===== src/rtl/qrs_sqrt_pipe.sv =====
`timescale 1ns / 1ps
// Pipelined integer square root, one root bit per register stage.
// Carries an opaque side vector alongside; no package dependencies.
module qrs_sqrt_pipe #(
    parameter int ROOT_W = 33,
    parameter int SIDE_W = 8
) (
    input  logic                  clk,
    input  logic                  rst_n,
    input  logic                  in_valid,
    input  logic [2*ROOT_W-1:0]   radicand,
    input  logic [SIDE_W-1:0]     side_in,
    output logic                  out_valid,
    output logic [ROOT_W-1:0]     root,
    output logic [SIDE_W-1:0]     side_out
);

    localparam int RAD_W = 2 * ROOT_W;
    localparam int REM_W = ROOT_W + 2;

    logic                 v_out [ROOT_W];
    logic [RAD_W-1:0]     x_out [ROOT_W];
    logic [ROOT_W-1:0]    r_out [ROOT_W];
    logic [REM_W-1:0]     m_out [ROOT_W];
    logic [SIDE_W-1:0]    s_out [ROOT_W];

    for (genvar k = 0; k < ROOT_W; k++) begin : g_stage
        logic              v_prev;
        logic [RAD_W-1:0]  x_prev;
        logic [ROOT_W-1:0] r_prev;
        logic [REM_W-1:0]  m_prev;
        logic [SIDE_W-1:0] s_prev;
        logic [REM_W-1:0]  rem_sh;
        logic [REM_W-1:0]  trial;
        logic              ge;
        logic              v_reg;
        logic [RAD_W-1:0]  x_reg;
        logic [ROOT_W-1:0] r_reg;
        logic [REM_W-1:0]  m_reg;
        logic [SIDE_W-1:0] s_reg;

        if (k == 0) begin : g_first
            assign v_prev = in_valid;
            assign x_prev = radicand;
            assign r_prev = '0;
            assign m_prev = '0;
            assign s_prev = side_in;
        end
        else begin : g_next
            assign v_prev = v_out[k-1];
            assign x_prev = x_out[k-1];
            assign r_prev = r_out[k-1];
            assign m_prev = m_out[k-1];
            assign s_prev = s_out[k-1];
        end

        // bring down the next two radicand bits, try (root*4 + 1)
        assign rem_sh = {m_prev[ROOT_W-1:0], x_prev[RAD_W-1 -: 2]};
        assign trial  = {r_prev, 2'b01};
        assign ge     = (rem_sh >= trial);

        always_ff @(posedge clk or negedge rst_n)
        begin
            if (!rst_n)
                v_reg <= 1'b0;
            else
                v_reg <= v_prev;
        end

        always_ff @(posedge clk)
        begin
            x_reg <= x_prev << 2;
            r_reg <= {r_prev[ROOT_W-2:0], ge};
            m_reg <= ge ? (rem_sh - trial) : rem_sh;
            s_reg <= s_prev;
        end

        assign v_out[k] = v_reg;
        assign x_out[k] = x_reg;
        assign r_out[k] = r_reg;
        assign m_out[k] = m_reg;
        assign s_out[k] = s_reg;
    end

    assign out_valid = v_out[ROOT_W-1];
    assign root      = r_out[ROOT_W-1];
    assign side_out  = s_out[ROOT_W-1];

endmodule


===== config.mk =====
export PLATFORM = sky130hd
export DESIGN_NAME = qrs_sqrt_pipe
export DESIGN_NICKNAME = d
export VERILOG_FILES = /design/src/rtl/qrs_sqrt_pipe.sv
export SDC_FILE = /design/constraint.sdc
export NUM_CORES = 2
export LEC_CHECK = 0
export CAP_MARGIN = 20
export CELL_PAD_IN_SITES_DETAIL_PLACEMENT = 1
export CELL_PAD_IN_SITES_GLOBAL_PLACEMENT = 1
export CORE_UTILIZATION = 30
export CTS_BUF_LIST = sky130_fd_sc_hd__clkbuf_8
export CTS_CLUSTER_DIAMETER = 150
export CTS_CLUSTER_SIZE = 14
export DETAILED_ROUTE_END_ITERATION = 10
export DONT_BUFFER_PORTS = 1
export PLACE_DENSITY = 0.57
export SYNTH_ARGS = -nofsm -noshare
export SYNTH_HDL_FRONTEND = slang
export SYNTH_SLANG_ARGS = --single-unit

===== constraint.sdc =====
create_clock -name clk -period 4.4 [get_ports clk]
set_clock_uncertainty 0.05 [all_clocks]
set_input_delay 0.88 -clock clk [delete_from_list [all_inputs] [get_ports clk]]
set_output_delay 0.88 -clock clk [all_outputs]
set_load 0.005 [all_outputs]

; Word level (Yosys, flattened, before mapping)
; Cells that the tools add are included.
[classes]
add_sub_neg = 32
n_eq_ne = 0
bitwise_logic = 0
reduce_logical = 0
div = 0
n_lt_le_gt_ge = 33
n_mux = 32
shifts = 0
multipliers = 0
[op_table]
columns = cell, n
row1 = $mux W33, 31
row2 = $ge A35 B10 Y1, 1
row3 = $ge A35 B11 Y1, 1
row4 = $ge A35 B12 Y1, 1
row5 = $ge A35 B13 Y1, 1
row6 = $ge A35 B14 Y1, 1
row7 = $ge A35 B15 Y1, 1
row8 = $ge A35 B16 Y1, 1
row9 = $ge A35 B17 Y1, 1
row10 = $ge A35 B18 Y1, 1
row11 = $ge A35 B19 Y1, 1
row12 = $ge A35 B20 Y1, 1
row13 = $ge A35 B21 Y1, 1
row14 = $ge A35 B22 Y1, 1
row15 = $ge A35 B23 Y1, 1
row16 = $ge A35 B24 Y1, 1
row17 = $ge A35 B25 Y1, 1
row18 = $ge A35 B26 Y1, 1
row19 = $ge A35 B27 Y1, 1
row20 = $ge A35 B28 Y1, 1
row21 = $ge A35 B29 Y1, 1
row22 = $ge A35 B3 Y1, 1
row23 = $ge A35 B30 Y1, 1
row24 = $ge A35 B31 Y1, 1
row25 = other kinds (43), 43
[word_totals]
word_cells = 261
ramBits = 0
rom_bits = 0
output_inout_bits = 42
reg_bits = 2940
memories = 0
latch_bits = 0

; Depth between registers and ports, before layout
[depth]
ltp_word = 2
depth_mapped = 15
depth_no_buf = 12

; Worst setup path after synthesis
; Ideal clock, no wire load.
[synth_path]
path_type = reg-to-reg
from = register g_stage[27].r_reg[1]
to = register g_stage[28].m_reg[11]
arrival_time_ns = 3.340
setup_slack_ns = 0.889
path_buffers = 2
path_stages_with_launch = 15
setup_ns = 0.121
path_cell_list = dfxtp_1 > inv_1 > ha_1 > a21oi_1 > nand2_1 > o41ai_1 > o21ai_0 > a41oi_1 > o21ai_0 > a21oi_2 > and2_1 > buf_4 > inv_2 > buf_2 > mux2_2
[synth_between]
elab_chain_cells = 2
elab_cells_between_ends = 3
cone_classes = 1 x add/sub / 1 x order compare / 1 x mux
[synth_lines]
columns = item, line_no
row1 = start: declaration, 38  ; logic [ROOT_W-1:0] r_reg;
row2 = start signal: assignment, 73  ; r_reg <= {r_prev[ROOT_W-2:0], ge};
row3 = $sub A33 B30 Y33 or $ge A35 B30 Y1 (tied branches), "74, 60"
row4 = $mux W33 (*), 74  ; m_reg <= ge ? (rem_sh - trial) : rem_sh;
row5 = end signal: assignment, 74
row6 = end: declaration, 39  ; logic [REM_W-1:0] m_reg;
; Mark *: on every way between the ends. The rest lies on a longest branch, timed or not.
; A chain may end at the register's enable or synchronous reset.

; Worst setup path after layout
[layout_path]
from = register g_stage[26].r_reg[0]
to = register g_stage[27].m_reg[3]
[layout_between]
elab_chain_cells = 2
elab_cells_between_ends = 3
cone_classes = 1 x add/sub / 1 x order compare / 1 x mux
[layout_lines]
columns = item, line_no
row1 = start: declaration, 38
row2 = start signal: assignment, 73
row3 = $sub A33 B29 Y33 or $ge A35 B29 Y1 (tied branches), "74, 60"
row4 = $mux W33 (*), 74
row5 = end signal: assignment, 74
row6 = end: declaration, 39
; Marks and branches as above.

==> metrics.cfg <==
[outcome]
outcome = finished clean

[logic_synthesis]
ys.flop_type = dfxtp_1
syn_avg_cell_area_um2 = 10.5
synth_area_um2 = 103000
yosysWarnings = 0
syn_inst = 9752
postSynth.asyncResetShare_pct = 1.13
synth.net_count = 10400
synth_cell_types = 94
ys_seq_elements = 2922
synth_edf_count = 0
yosysSeqAreaShare_pct = 57.2

[grt]
grt_usage_pct = 13.8
grt_max_degree = 50
first_global_vias = 71300
grt_pass1_wl_mm = 390
antenna_found_initial = 6
grt-ovfl-total = 0

[cells_and_area]
areaGrowthSynthToFinish_pct = 9.57
nNetsFinal = 10600
drive_gt1_share_pct = 5.56
instances_no_fill = 14500
fillers = 38100
largest_reg_flops = 1010

[placement]
io_buffers = 0
dp.cells = 14200
globalplace.congestion = 0.866
hpwl_mm = 184

[setup_path]
cp_max_fo = 32
start_kind = flip-flop
r2r_slack_ns = 0.48
cp-end-kind = flip-flop
arrival_ns = 4.77
required_ns = 5.25
worst-setup-path-type = reg2reg

[die]
io_pins = 119
row_count = 214
core_area_um2 = 340000
dieArea_um2 = 344000
start_util_pct = 30.2
die_h_um = 587
die_w_um = 587

[routing]
ant_nets = 0
wl_per_cell_um = 16.7
drt_first_pass_iters = 7
totalWireLength_mm = 242
drt_iter0_drc = 2666
viasPerCell = 4.62
vias = 67000
drcViolationCount = 0

[sta]
fmax_ghz = 0.255
hold_slack_ns = 0.229
final_hold_viol_count = 0
rsz0062_at_grt = false
worst_pin_slew_ns = 0.998
fin_tns_setup_ns = 0
min_period_ns = 3.92
setup_viol = 0
relSlewSlack_pct = 33.5
post-route-period-util_pct = 89.1
final_max_slew_viol_count = 0

[clocking]
clk_pin_slew_ns = 0.10
cts_tree = done
worst_skew_pair.late_latency_ns = 1.07
clock_path_buffers = 4
cts_root_buf = clkbuf_8
cts_setup_buffers = 0
h-tree-depth = 4
clock-sinks = 2922
cts_buffers = 231

[job]
maxCapViolCount = 0

[power]
peakVddDrop_uv = 283
leakagePower_nw = 51.3
powerDensity_nw_per_um2 = 517

[hold_path]
hp-class = reg2reg

-- cell type report --
type / instances / area (µm²) / area share [%]
Tap cell: 4536 / 5680 / 5.05
Antenna cell: 7 / 17.5 / 0.0156
Multi-Input combinational cell: 5906 / 40600 / 36.1
Inverter: 739 / 2770 / 2.47
Clock inverter: 18 / 146 / 0.130
Timing Repair Buffer: 149 / 1410 / 1.26
Sequential cell: 2922 / 58700 / 52.2
Clock buffer: 232 / 3190 / 2.84
-- what timing repair did --
action / 4_1_cts / 5_1_grt
hold endpoints to repair: 109 / 0
resized for setup: 0 / 0
hold buffers: 78 / 0
-- kinds of logic after synthesis --
logic type	synth area share, %
AO/OA/AOI/OAI	11.7
XOR/XNOR	6.99
adder cells (fa/ha/maj)	7.25
buffers and inverters	3.40
flip-flops	57.2
multiplexers	1.71
other	0.00365
AND/OR/NAND/NOR	11.8
-- synth_stat cells, types with 12 or more instances --
library cell  number  area, µm²
nor4b_1           14        123
mux2_2           142       1600
xor2_1           393       3440
or2_2             40        250
and2_1            31        194
dfxtp_1         2889      57800
o21a_1           121        908
nand3_1          145        726
nand2_1          599       2250
or3_1             89        557
a31oi_1           58        363
a31o_2            14        123
o211ai_1          37        278
a21oi_1          581       2910
inv_1            738       2770
buf_1             14       52.6
nor3_1           233       1170
o41ai_1           18        158
o21bai_1          47        353
nor4_1           139        870
and3_1            53        332
xnor2_1          426       3730
dfrtp_1           33        826
a21o_1           249       1870
mux2i_1           16        160
ha_1             595       7440
nor2_1           574       2150
buf_2             12       60.1
o31ai_1           74        556
nor3b_1           18        135
nor2b_1           99        619
o31a_1            21        184
nand4_1          113        707
a2111oi_0         18        158
a21boi_0          25        188
a211oi_1          40        300
or4_1             55        413
nand2b_1         122        763
clkbuf_1         157        589
a211o_1           16        140
o21ai_0          465       2330
nand3b_1          35        263
-- cell usage in the layout (no fill, tap or decap), types with 249 or more instances in the layout --
| master | instances |
|---|---|
| dfxtp_1 | 2889 |
| inv_1 | 744 |
| nand2_1 | 599 |
| ha_1 | 595 |
| a21oi_1 | 579 |
| nor2_1 | 572 |
| o21ai_0 | 465 |
| xnor2_1 | 426 |
| xor2_1 | 393 |
| a21o_1 | 249 |
-- per-layer routing --
metal,vias up,GRT usage (%),share of wire [%]
met5,-,0,0
met2,737,24.3,48
li1,33600,-,-
met4,0,4.20,3.0
met1,32300,17.4,46
met3,382,1.76,2.8
-- final timing paths --
path	startpoint	end	cells after the start
setup / recovery	g_stage[26].r_reg[0]	g_stage[27].m_reg[3]	13
hold / removal	g_stage[24].r_reg[13]	g_stage[25].r_reg[14]	0
setup reg to reg	g_stage[26].r_reg[0]	g_stage[27].m_reg[3]	13
hold reg to reg	g_stage[24].r_reg[13]	g_stage[25].r_reg[14]	0
max in group asynchronous	rst_n	g_stage[29].v_reg	2
min in group asynchronous	rst_n	g_stage[26].v_reg	2
-- through the flow --
stage	cell area (µm²)	util, %	worst slack (ns)	total power (W)
after detailed placement	108000	31.8	0.392	0.0456
after CTS	112000	33.1	0.391	0.0594
after global routing	112000	33.1	0.0729	0.0620
after global placement	108000	31.8	0.495	0.0454
final	112000	33.1	0.479	0.0581
after floorplan	103000	-	0.889	0.0416
-- critical path, cell delays in order (launching register included) --
cell,delay [ns]
dfxtp_1,0.36
inv_1,0.05
ha_1,0.33
o21a_1,0.15
nor4_1,0.23
buf_4,0.18
nor4_1,0.05
buf_4,0.15
o31ai_1,0.42
o32ai_1,0.22
o311ai_0,0.76
o21a_1,0.35
buf_4,0.34
o21ai_0,0.14
-- power breakdown --
part / switching (W) / internal, W / leakage, nW
clock: 0.00833 / 0.00475 / 1.75
sequential: 0.00317 / 0.0305 / 24.6
combinational: 0.00626 / 0.00510 / 25.0
total: 0.0178 / 0.0404 / 51.3
No activity file was read; power rests on OpenSTA's default activity.
