**src/rtl/qrs_div_pipe.sv**
```systemverilog
`timescale 1ns / 1ps
// Pipelined unsigned restoring divider, one quotient bit per register stage.
// Carries an opaque side vector alongside; no package dependencies.
module qrs_div_pipe #(
    parameter int NUM_W  = 34,
    parameter int DEN_W  = 17,
    parameter int SIDE_W = 1
) (
    input  logic              clk,
    input  logic              rst_n,
    input  logic              in_valid,
    input  logic [NUM_W-1:0]  num,
    input  logic [DEN_W-1:0]  den,
    input  logic [SIDE_W-1:0] side_in,
    output logic              out_valid,
    output logic [NUM_W-1:0]  quot,
    output logic [SIDE_W-1:0] side_out
);

    logic              v_out [NUM_W];
    logic [NUM_W-1:0]  n_out [NUM_W];
    logic [DEN_W-1:0]  d_out [NUM_W];
    logic [DEN_W-1:0]  m_out [NUM_W];
    logic [SIDE_W-1:0] s_out [NUM_W];

    for (genvar k = 0; k < NUM_W; k++) begin : g_stage
        logic              v_prev;
        logic [NUM_W-1:0]  n_prev;
        logic [DEN_W-1:0]  d_prev;
        logic [DEN_W-1:0]  m_prev;
        logic [SIDE_W-1:0] s_prev;
        logic [DEN_W:0]    trial;
        logic [DEN_W:0]    diff;
        logic              ge;
        logic              v_reg;
        logic [NUM_W-1:0]  n_reg;
        logic [DEN_W-1:0]  d_reg;
        logic [DEN_W-1:0]  m_reg;
        logic [SIDE_W-1:0] s_reg;

        if (k == 0) begin : g_first
            assign v_prev = in_valid;
            assign n_prev = num;
            assign d_prev = den;
            assign m_prev = '0;
            assign s_prev = side_in;
        end
        else begin : g_next
            assign v_prev = v_out[k-1];
            assign n_prev = n_out[k-1];
            assign d_prev = d_out[k-1];
            assign m_prev = m_out[k-1];
            assign s_prev = s_out[k-1];
        end

        // shift the next numerator bit into the remainder; quotient bits
        // fill the numerator from the bottom
        assign trial = {m_prev, n_prev[NUM_W-1]};
        assign diff  = trial - {1'b0, d_prev};
        assign ge    = (trial >= {1'b0, d_prev});

        always_ff @(posedge clk or negedge rst_n)
        begin
            if (!rst_n)
                v_reg <= 1'b0;
            else
                v_reg <= v_prev;
        end

        always_ff @(posedge clk)
        begin
            n_reg <= {n_prev[NUM_W-2:0], ge};
            d_reg <= d_prev;
            m_reg <= ge ? diff[DEN_W-1:0] : trial[DEN_W-1:0];
            s_reg <= s_prev;
        end

        assign v_out[k] = v_reg;
        assign n_out[k] = n_reg;
        assign d_out[k] = d_reg;
        assign m_out[k] = m_reg;
        assign s_out[k] = s_reg;
    end

    assign out_valid = v_out[NUM_W-1];
    assign quot      = n_out[NUM_W-1];
    assign side_out  = s_out[NUM_W-1];

endmodule

```
**config.mk**
```make
export PLATFORM = sky130hd
export DESIGN_NAME = qrs_div_pipe
export DESIGN_NICKNAME = d
export VERILOG_FILES = /design/src/rtl/qrs_div_pipe.sv
export SDC_FILE = /design/constraint.sdc
export NUM_CORES = 2
export LEC_CHECK = 0
export BUFFER_PORTS_ARGS = -buffer_cell sky130_fd_sc_hd__buf_4
export CAP_MARGIN = 0
export CORE_ASPECT_RATIO = 1.1
export CORE_MARGIN = 2
export CORE_UTILIZATION = 50
export CTS_CLUSTER_SIZE = 16
export DETAILED_ROUTE_END_ITERATION = 7
export PLACE_DENSITY = 0.66
export SYNTH_ARGS = -nofsm -noshare
export SYNTH_HDL_FRONTEND = slang
export SYNTH_SLANG_ARGS = --single-unit
```
**constraint.sdc**
```tcl
create_clock -name clk -period 5.45 [get_ports clk]
set_input_delay 0.2725 -clock clk [delete_from_list [all_inputs] [get_ports clk]]
set_output_delay 0.2725 -clock clk [all_outputs]
set_load 0.03 [all_outputs]
```
### Word-level counts from Yosys, hierarchy flattened

Index checks and enable logic that the tools add are counted.

| cells by class | value |
|---|---|
| order comparisons | 34 |
| $add $sub $neg | 33 |
| multiplexer cells | 33 |

Operator list:

| kind | count |
|---|---|
| greater-or-equal comparator 18 x 17 -> 1 bit | 33 |
| two-way mux 17 bit | 32 |
| subtractor 17 bit | 32 |
| greater-or-equal comparator 1 x 17 -> 1 bit | 1 |
| subtractor 1 x 17 -> 17 bit | 1 |
| two-way mux 1 bit | 1 |

| storage, ports and cells | value |
|---|---|
| flip-flop bits (word level) | 2346 |
| output and inout port bits | 36 |

### Depth between registers and ports, before layout

| depth | value |
|---|---|
| depth in word-level cells | 2 |
| gate-level depth with buffers | 15 |

### Worst setup path after synthesis

Ideal clock, no wire load.

| timing | value |
|---|---|
| path kind | flip-flop to flip-flop |
| start point | register g_stage[7].n_reg[33] |
| end point | register g_stage[8].m_reg[11] |
| clock period less this slack | 2857 ps |
| cell stages (with the launch flop) | 13 |
| path slack | 2593 ps |
| data arrival time | 2737 ps |
| setup time | 121 ps |
| required time | 5329 ps |
| cell sequence | dfxtp_1 inv_1 ha_1 inv_1 fa_1 a21o_1 a21oi_2 o211ai_1 a41oi_2 o31ai_1 a2111oi_4 buf_6 mux2_2 |

| on the way | value |
|---|---|
| longest elaborated chain between the ends | 2 |
| elaborated cells on any way between the ends | 3 |
| those cells by class | add/sub: 1; order compare: 1; mux: 1 |

Ends and longest elaborated chain:

| item | line | text |
|---|---|---|
| from (decl) | 36 | `logic [NUM_W-1:0] n_reg;` |
| from (signal assigned) | 72 | `n_reg <= {n_prev[NUM_W-2:0], ge};` |
| subtractor 17 bit or greater-or-equal comparator 18 x 17 -> 1 bit (tied branches) | 59, 60 |  |
| two-way mux 17 bit * | 74 | `m_reg <= ge ? diff[DEN_W-1:0] : trial[DEN_W-1:0];` |
| to (signal assigned) | 74 |  |
| to (decl) | 38 | `logic [DEN_W-1:0] m_reg;` |

Mark *: on every way between the ends. The rest lies on a longest branch, timed or not.
A chain may end at the register's enable or synchronous reset.

### Final worst setup path

| timing | value |
|---|---|
| start point | register g_stage[13].n_reg[33] |
| end point | register g_stage[14].m_reg[1] |

| on the way | value |
|---|---|
| longest elaborated chain between the ends | 2 |
| elaborated cells on any way between the ends | 3 |
| those cells by class | add/sub: 1; order compare: 1; mux: 1 |

Ends and longest elaborated chain:

| item | line |
|---|---|
| from (decl) | 36 |
| from (signal assigned) | 72 |
| subtractor 17 bit or greater-or-equal comparator 18 x 17 -> 1 bit (tied branches) | 59, 60 |
| two-way mux 17 bit * | 74 |
| to (signal assigned) | 74 |
| to (decl) | 38 |

Marked as above.

==> summary.txt <==
Run status
  • Status: finished, final reports clean

Clocking
  • H-tree depth: 4
  • Root buffer selected by CTS: clkbuf_16
  • Post-cts sizing count: 0
  • Clock latency on the worst-skew pair: 0.88 ns
  • Clk buf depth: 3
  • CTS clock-pin slew for the worst setup and hold paths: 0.06 ns
  • Num CTS Buffers: 222
  • Clock sinks: 2346
  • CTS tree: built

Worst setup path
  • Worst r2r path cells: 11
  • Crit. End Element: register
  • Arr. time, crit path: 4.27 ns
  • Reg-to-Reg Start: g_stage[13].n_reg[33]$_DFF_P_
  • Worst EP required: 6.18 ns
  • Worst reg2reg setup slack: 1.91 ns
  • Worst Path Max Fanout: 33
  • CP Launch Type: register
  • CP Launch Point: g_stage[13].n_reg[33]$_DFF_P_
  • R2R Path End: g_stage[14].m_reg[1]$_DFF_P_
  • Critical Path End: g_stage[14].m_reg[1]$_DFF_P_
  • Worst setup path class: register to register

Global routing
  • Total GRT Usage: 17.8%
  • Vias in the first global route: 48818
  • Largest net degree at the start of global routing: 35
  • Initial antenna violation count: 1
  • First-pass GRT wire length: 241 mm
  • GRT overflow: 0

Synth
  • Asr flop ratio synth: 1.45%
  • Synth top cells by count: 2312 x dfxtp_1, 701 x inv_1, 563 x ha_1, 464 x a21oi_1, 352 x nor2_1
  • Area leader, netlist: dfxtp_1
  • Area share of fa/ha/maj cells after synthesis: 9.50%
  • Post-synth EDFFs: 0
  • Synth Area in XOR/XNOR: 4.53%
  • Primary FF master, synth: dfxtp_1
  • Synth Area in Simple Gates: 7.36%
  • Syn. warnings: 0
  • FF+latch count, synth: 2346
  • Synth unique cells: 90
  • Compound-Gate Fraction of Synth Area: 11.6%
  • Largest cells by area after synthesis: dfxtp_1 57%, ha_1 8.7%, mux2_2 3.6%
  • Syn avg cell area: 11.3 um^2
  • Post-synthesis mux area share: 4.87%
  • Cells after Synth: 7187
  • Count leader, synth: dfxtp_1
  • Yosys top cell area share: 57.2%
  • Syn nets: 7837
  • Largest family of logic cells by synthesized area: compound AO/OA/AOI/OAI gates
  • Register area share after synthesis: 58.3%
  • Post-synthesis cell area: 80900 um^2

Place
  • Port Buffers: 90
  • Placer congestion estimate: 0.866
  • Placed wire-length estimate: 109 mm

Timing
  • Post-Route Skew: 0.0488 ns
  • Hold Violations, Final: 0
  • RSZ-0062 raised after global routing: false
  • Pins Over Slew Limit: 0
  • # setup viols final: 0
  • Hold_ws: 0.0837 ns
  • Slew @ Worst Pin: 1.21 ns
  • Setup TNS: 0 ns
  • Rel. slew slack: 19.2%
  • Period utilisation layout: 65.0%
  • Minimum clock period: 3.54 ns
  • F_max: 282 MHz

Final layout
  • Nets: 8161
  • Register area: 47100 um^2
  • Area Growth Syn to Fin: 14.4%
  • Footprint of the multi-input gates: 30700 um^2
  • Share of cells above drive strength 1: 11.6%
  • Util after Layout: 57.7%
  • Max reg flops: 1088
  • Filler Cell Count: 13461

Pwr
  • P_leak: 41.8 nW
  • Cell Pwr Density: 583 nW/um^2
  • Peak VDD IR: 358 uV

Drt
  • DRC: 0
  • Vias per cell: 4.98
  • Via total after detailed routing: 48834
  • Initial DRT Pass Iterations: 7
  • Detail Route Antenna Nets: 0
  • Routed len/inst: 15.0 um
  • DR iter-0 viols: 2017
  • Post-Route WL: 147 mm

Job
  • Max-cap violation count: 0

Floorplan
  • Initial Util: 50.4%
  • Die area: 165000 um^2
  • # rows: 154
  • Die Ht: 426 um
  • Core Region: 161000 um^2
  • Die X: 388 um
  • Top Ports: 91

Min path
  • Min-Delay Path Class: primary input to register
power by group:
group	switching, W	internal (W)
logic	0.00835	0.00794
clock network	0.00653	0.00935
registers	0.00151	0.0203
metrics by stage:
| step | total power, W | worst slack, ns | std cells | area, um^2 |
|---|---|---|---|---|
| after floorplan | 0.0350 | 2.59 | 7187 | 80900 |
| after global placement | 0.0380 | 1.93 | 9309 | 83800 |
| after detailed placement | 0.0383 | 1.85 | 9309 | 83800 |
| after CTS | 0.0545 | 1.84 | 9806 | 92600 |
| after global routing | 0.0574 | 1.59 | 9807 | 92600 |
| final | 0.0539 | 1.91 | 9807 | 92600 |
timing repair:
| item | in CTS | in global routing |
|---|---|---|
| hold endpoints to repair | 103 | 0 |
| hold buffers | 84 | 0 |
| setup buffers | 0 | 0 |
area by class of cell:
type,count,area share (%)
flip-flops and latches,2346,50.9
clock inverters,104,1.64
diodes,1,0.00270
repair buffers,181,1.71
multi-input cells,4057,33.1
well taps,2106,2.85
inverters,703,2.85
clock buffers,309,6.92
critical path, cell delays in order, from the launching register on:
cell and delay [ns]:
dfxtp_1 0.30, inv_1 0.07, ha_1 0.16, inv_1 0.05
fa_1 0.40, a21oi_1 0.25, o211ai_1 0.19, a221oi_2 0.45
o41ai_1 0.21, a21bo_2 0.27, a31oi_4 0.65, mux2_2 0.41
cells in the final DEF (no fill, tap or decap), types with 28 or more instances in the layout:
cell,Yosys,layout
a21oi_1,464,464
or3_1,30,30
clkbuf_16,0,222
mux2i_1,28,28
dlygate4sd3_1,0,83
nand2b_1,42,42
xnor2_1,249,249
a211oi_1,74,74
a21o_1,190,190
a31oi_1,39,39
clkbuf_1,31,35
dfxtp_1,2312,2312
dfrtp_1,34,34
ha_1,563,563
nor3_1,136,136
clkbuf_8,0,52
nor2b_1,65,65
or2_2,35,35
o31ai_1,48,46
mux2_4,48,48
fa_1,32,32
inv_1,701,701
nand3_1,93,93
nand4_1,80,80
clkinv_2,0,40
o21a_1,64,64
o21ai_0,316,315
xor2_1,169,169
mux2_2,256,256
nor2_1,352,352
o21bai_1,75,75
o211ai_1,28,28
nand2_1,309,309
buf_4,2,97
cell families after synthesis:
group | Yosys count
buffers and inverters | 784
AND/OR/NAND/NOR | 1235
XOR/XNOR | 418
multiplexers | 337
flip-flops | 2346
AO/OA/AOI/OAI | 1472
adder cells (fa/ha/maj) | 595
layer usage:
metal	global-route usage [%]	vias to the layer above	part of all wire (%)
li1	-	25144	-
met1	21.1	22629	43
met2	31.9	773	50
met3	2.85	288	3.4
met4	7.32	0	3.4
met5	0	-	0
worst min path at each step:
stage                     startpoint                      endpoint  slack, ns  cells past startpoint
after CTS                     den[6]   g_stage[0].d_reg[6]$_DFF_P_     0.0003                      2
after global routing         den[12]  g_stage[0].d_reg[12]$_DFF_P_       0.04                      2
final                        den[16]  g_stage[0].d_reg[16]$_DFF_P_       0.08                      2
after detailed placement       rst_n    g_stage[0].v_reg$_DFF_PN0_       0.23                      1
after floorplan                rst_n    g_stage[0].v_reg$_DFF_PN0_      -0.02                      0
after global placement         rst_n    g_stage[0].v_reg$_DFF_PN0_       0.22                      1
Note: power is estimated with default switching activity, not from simulation.
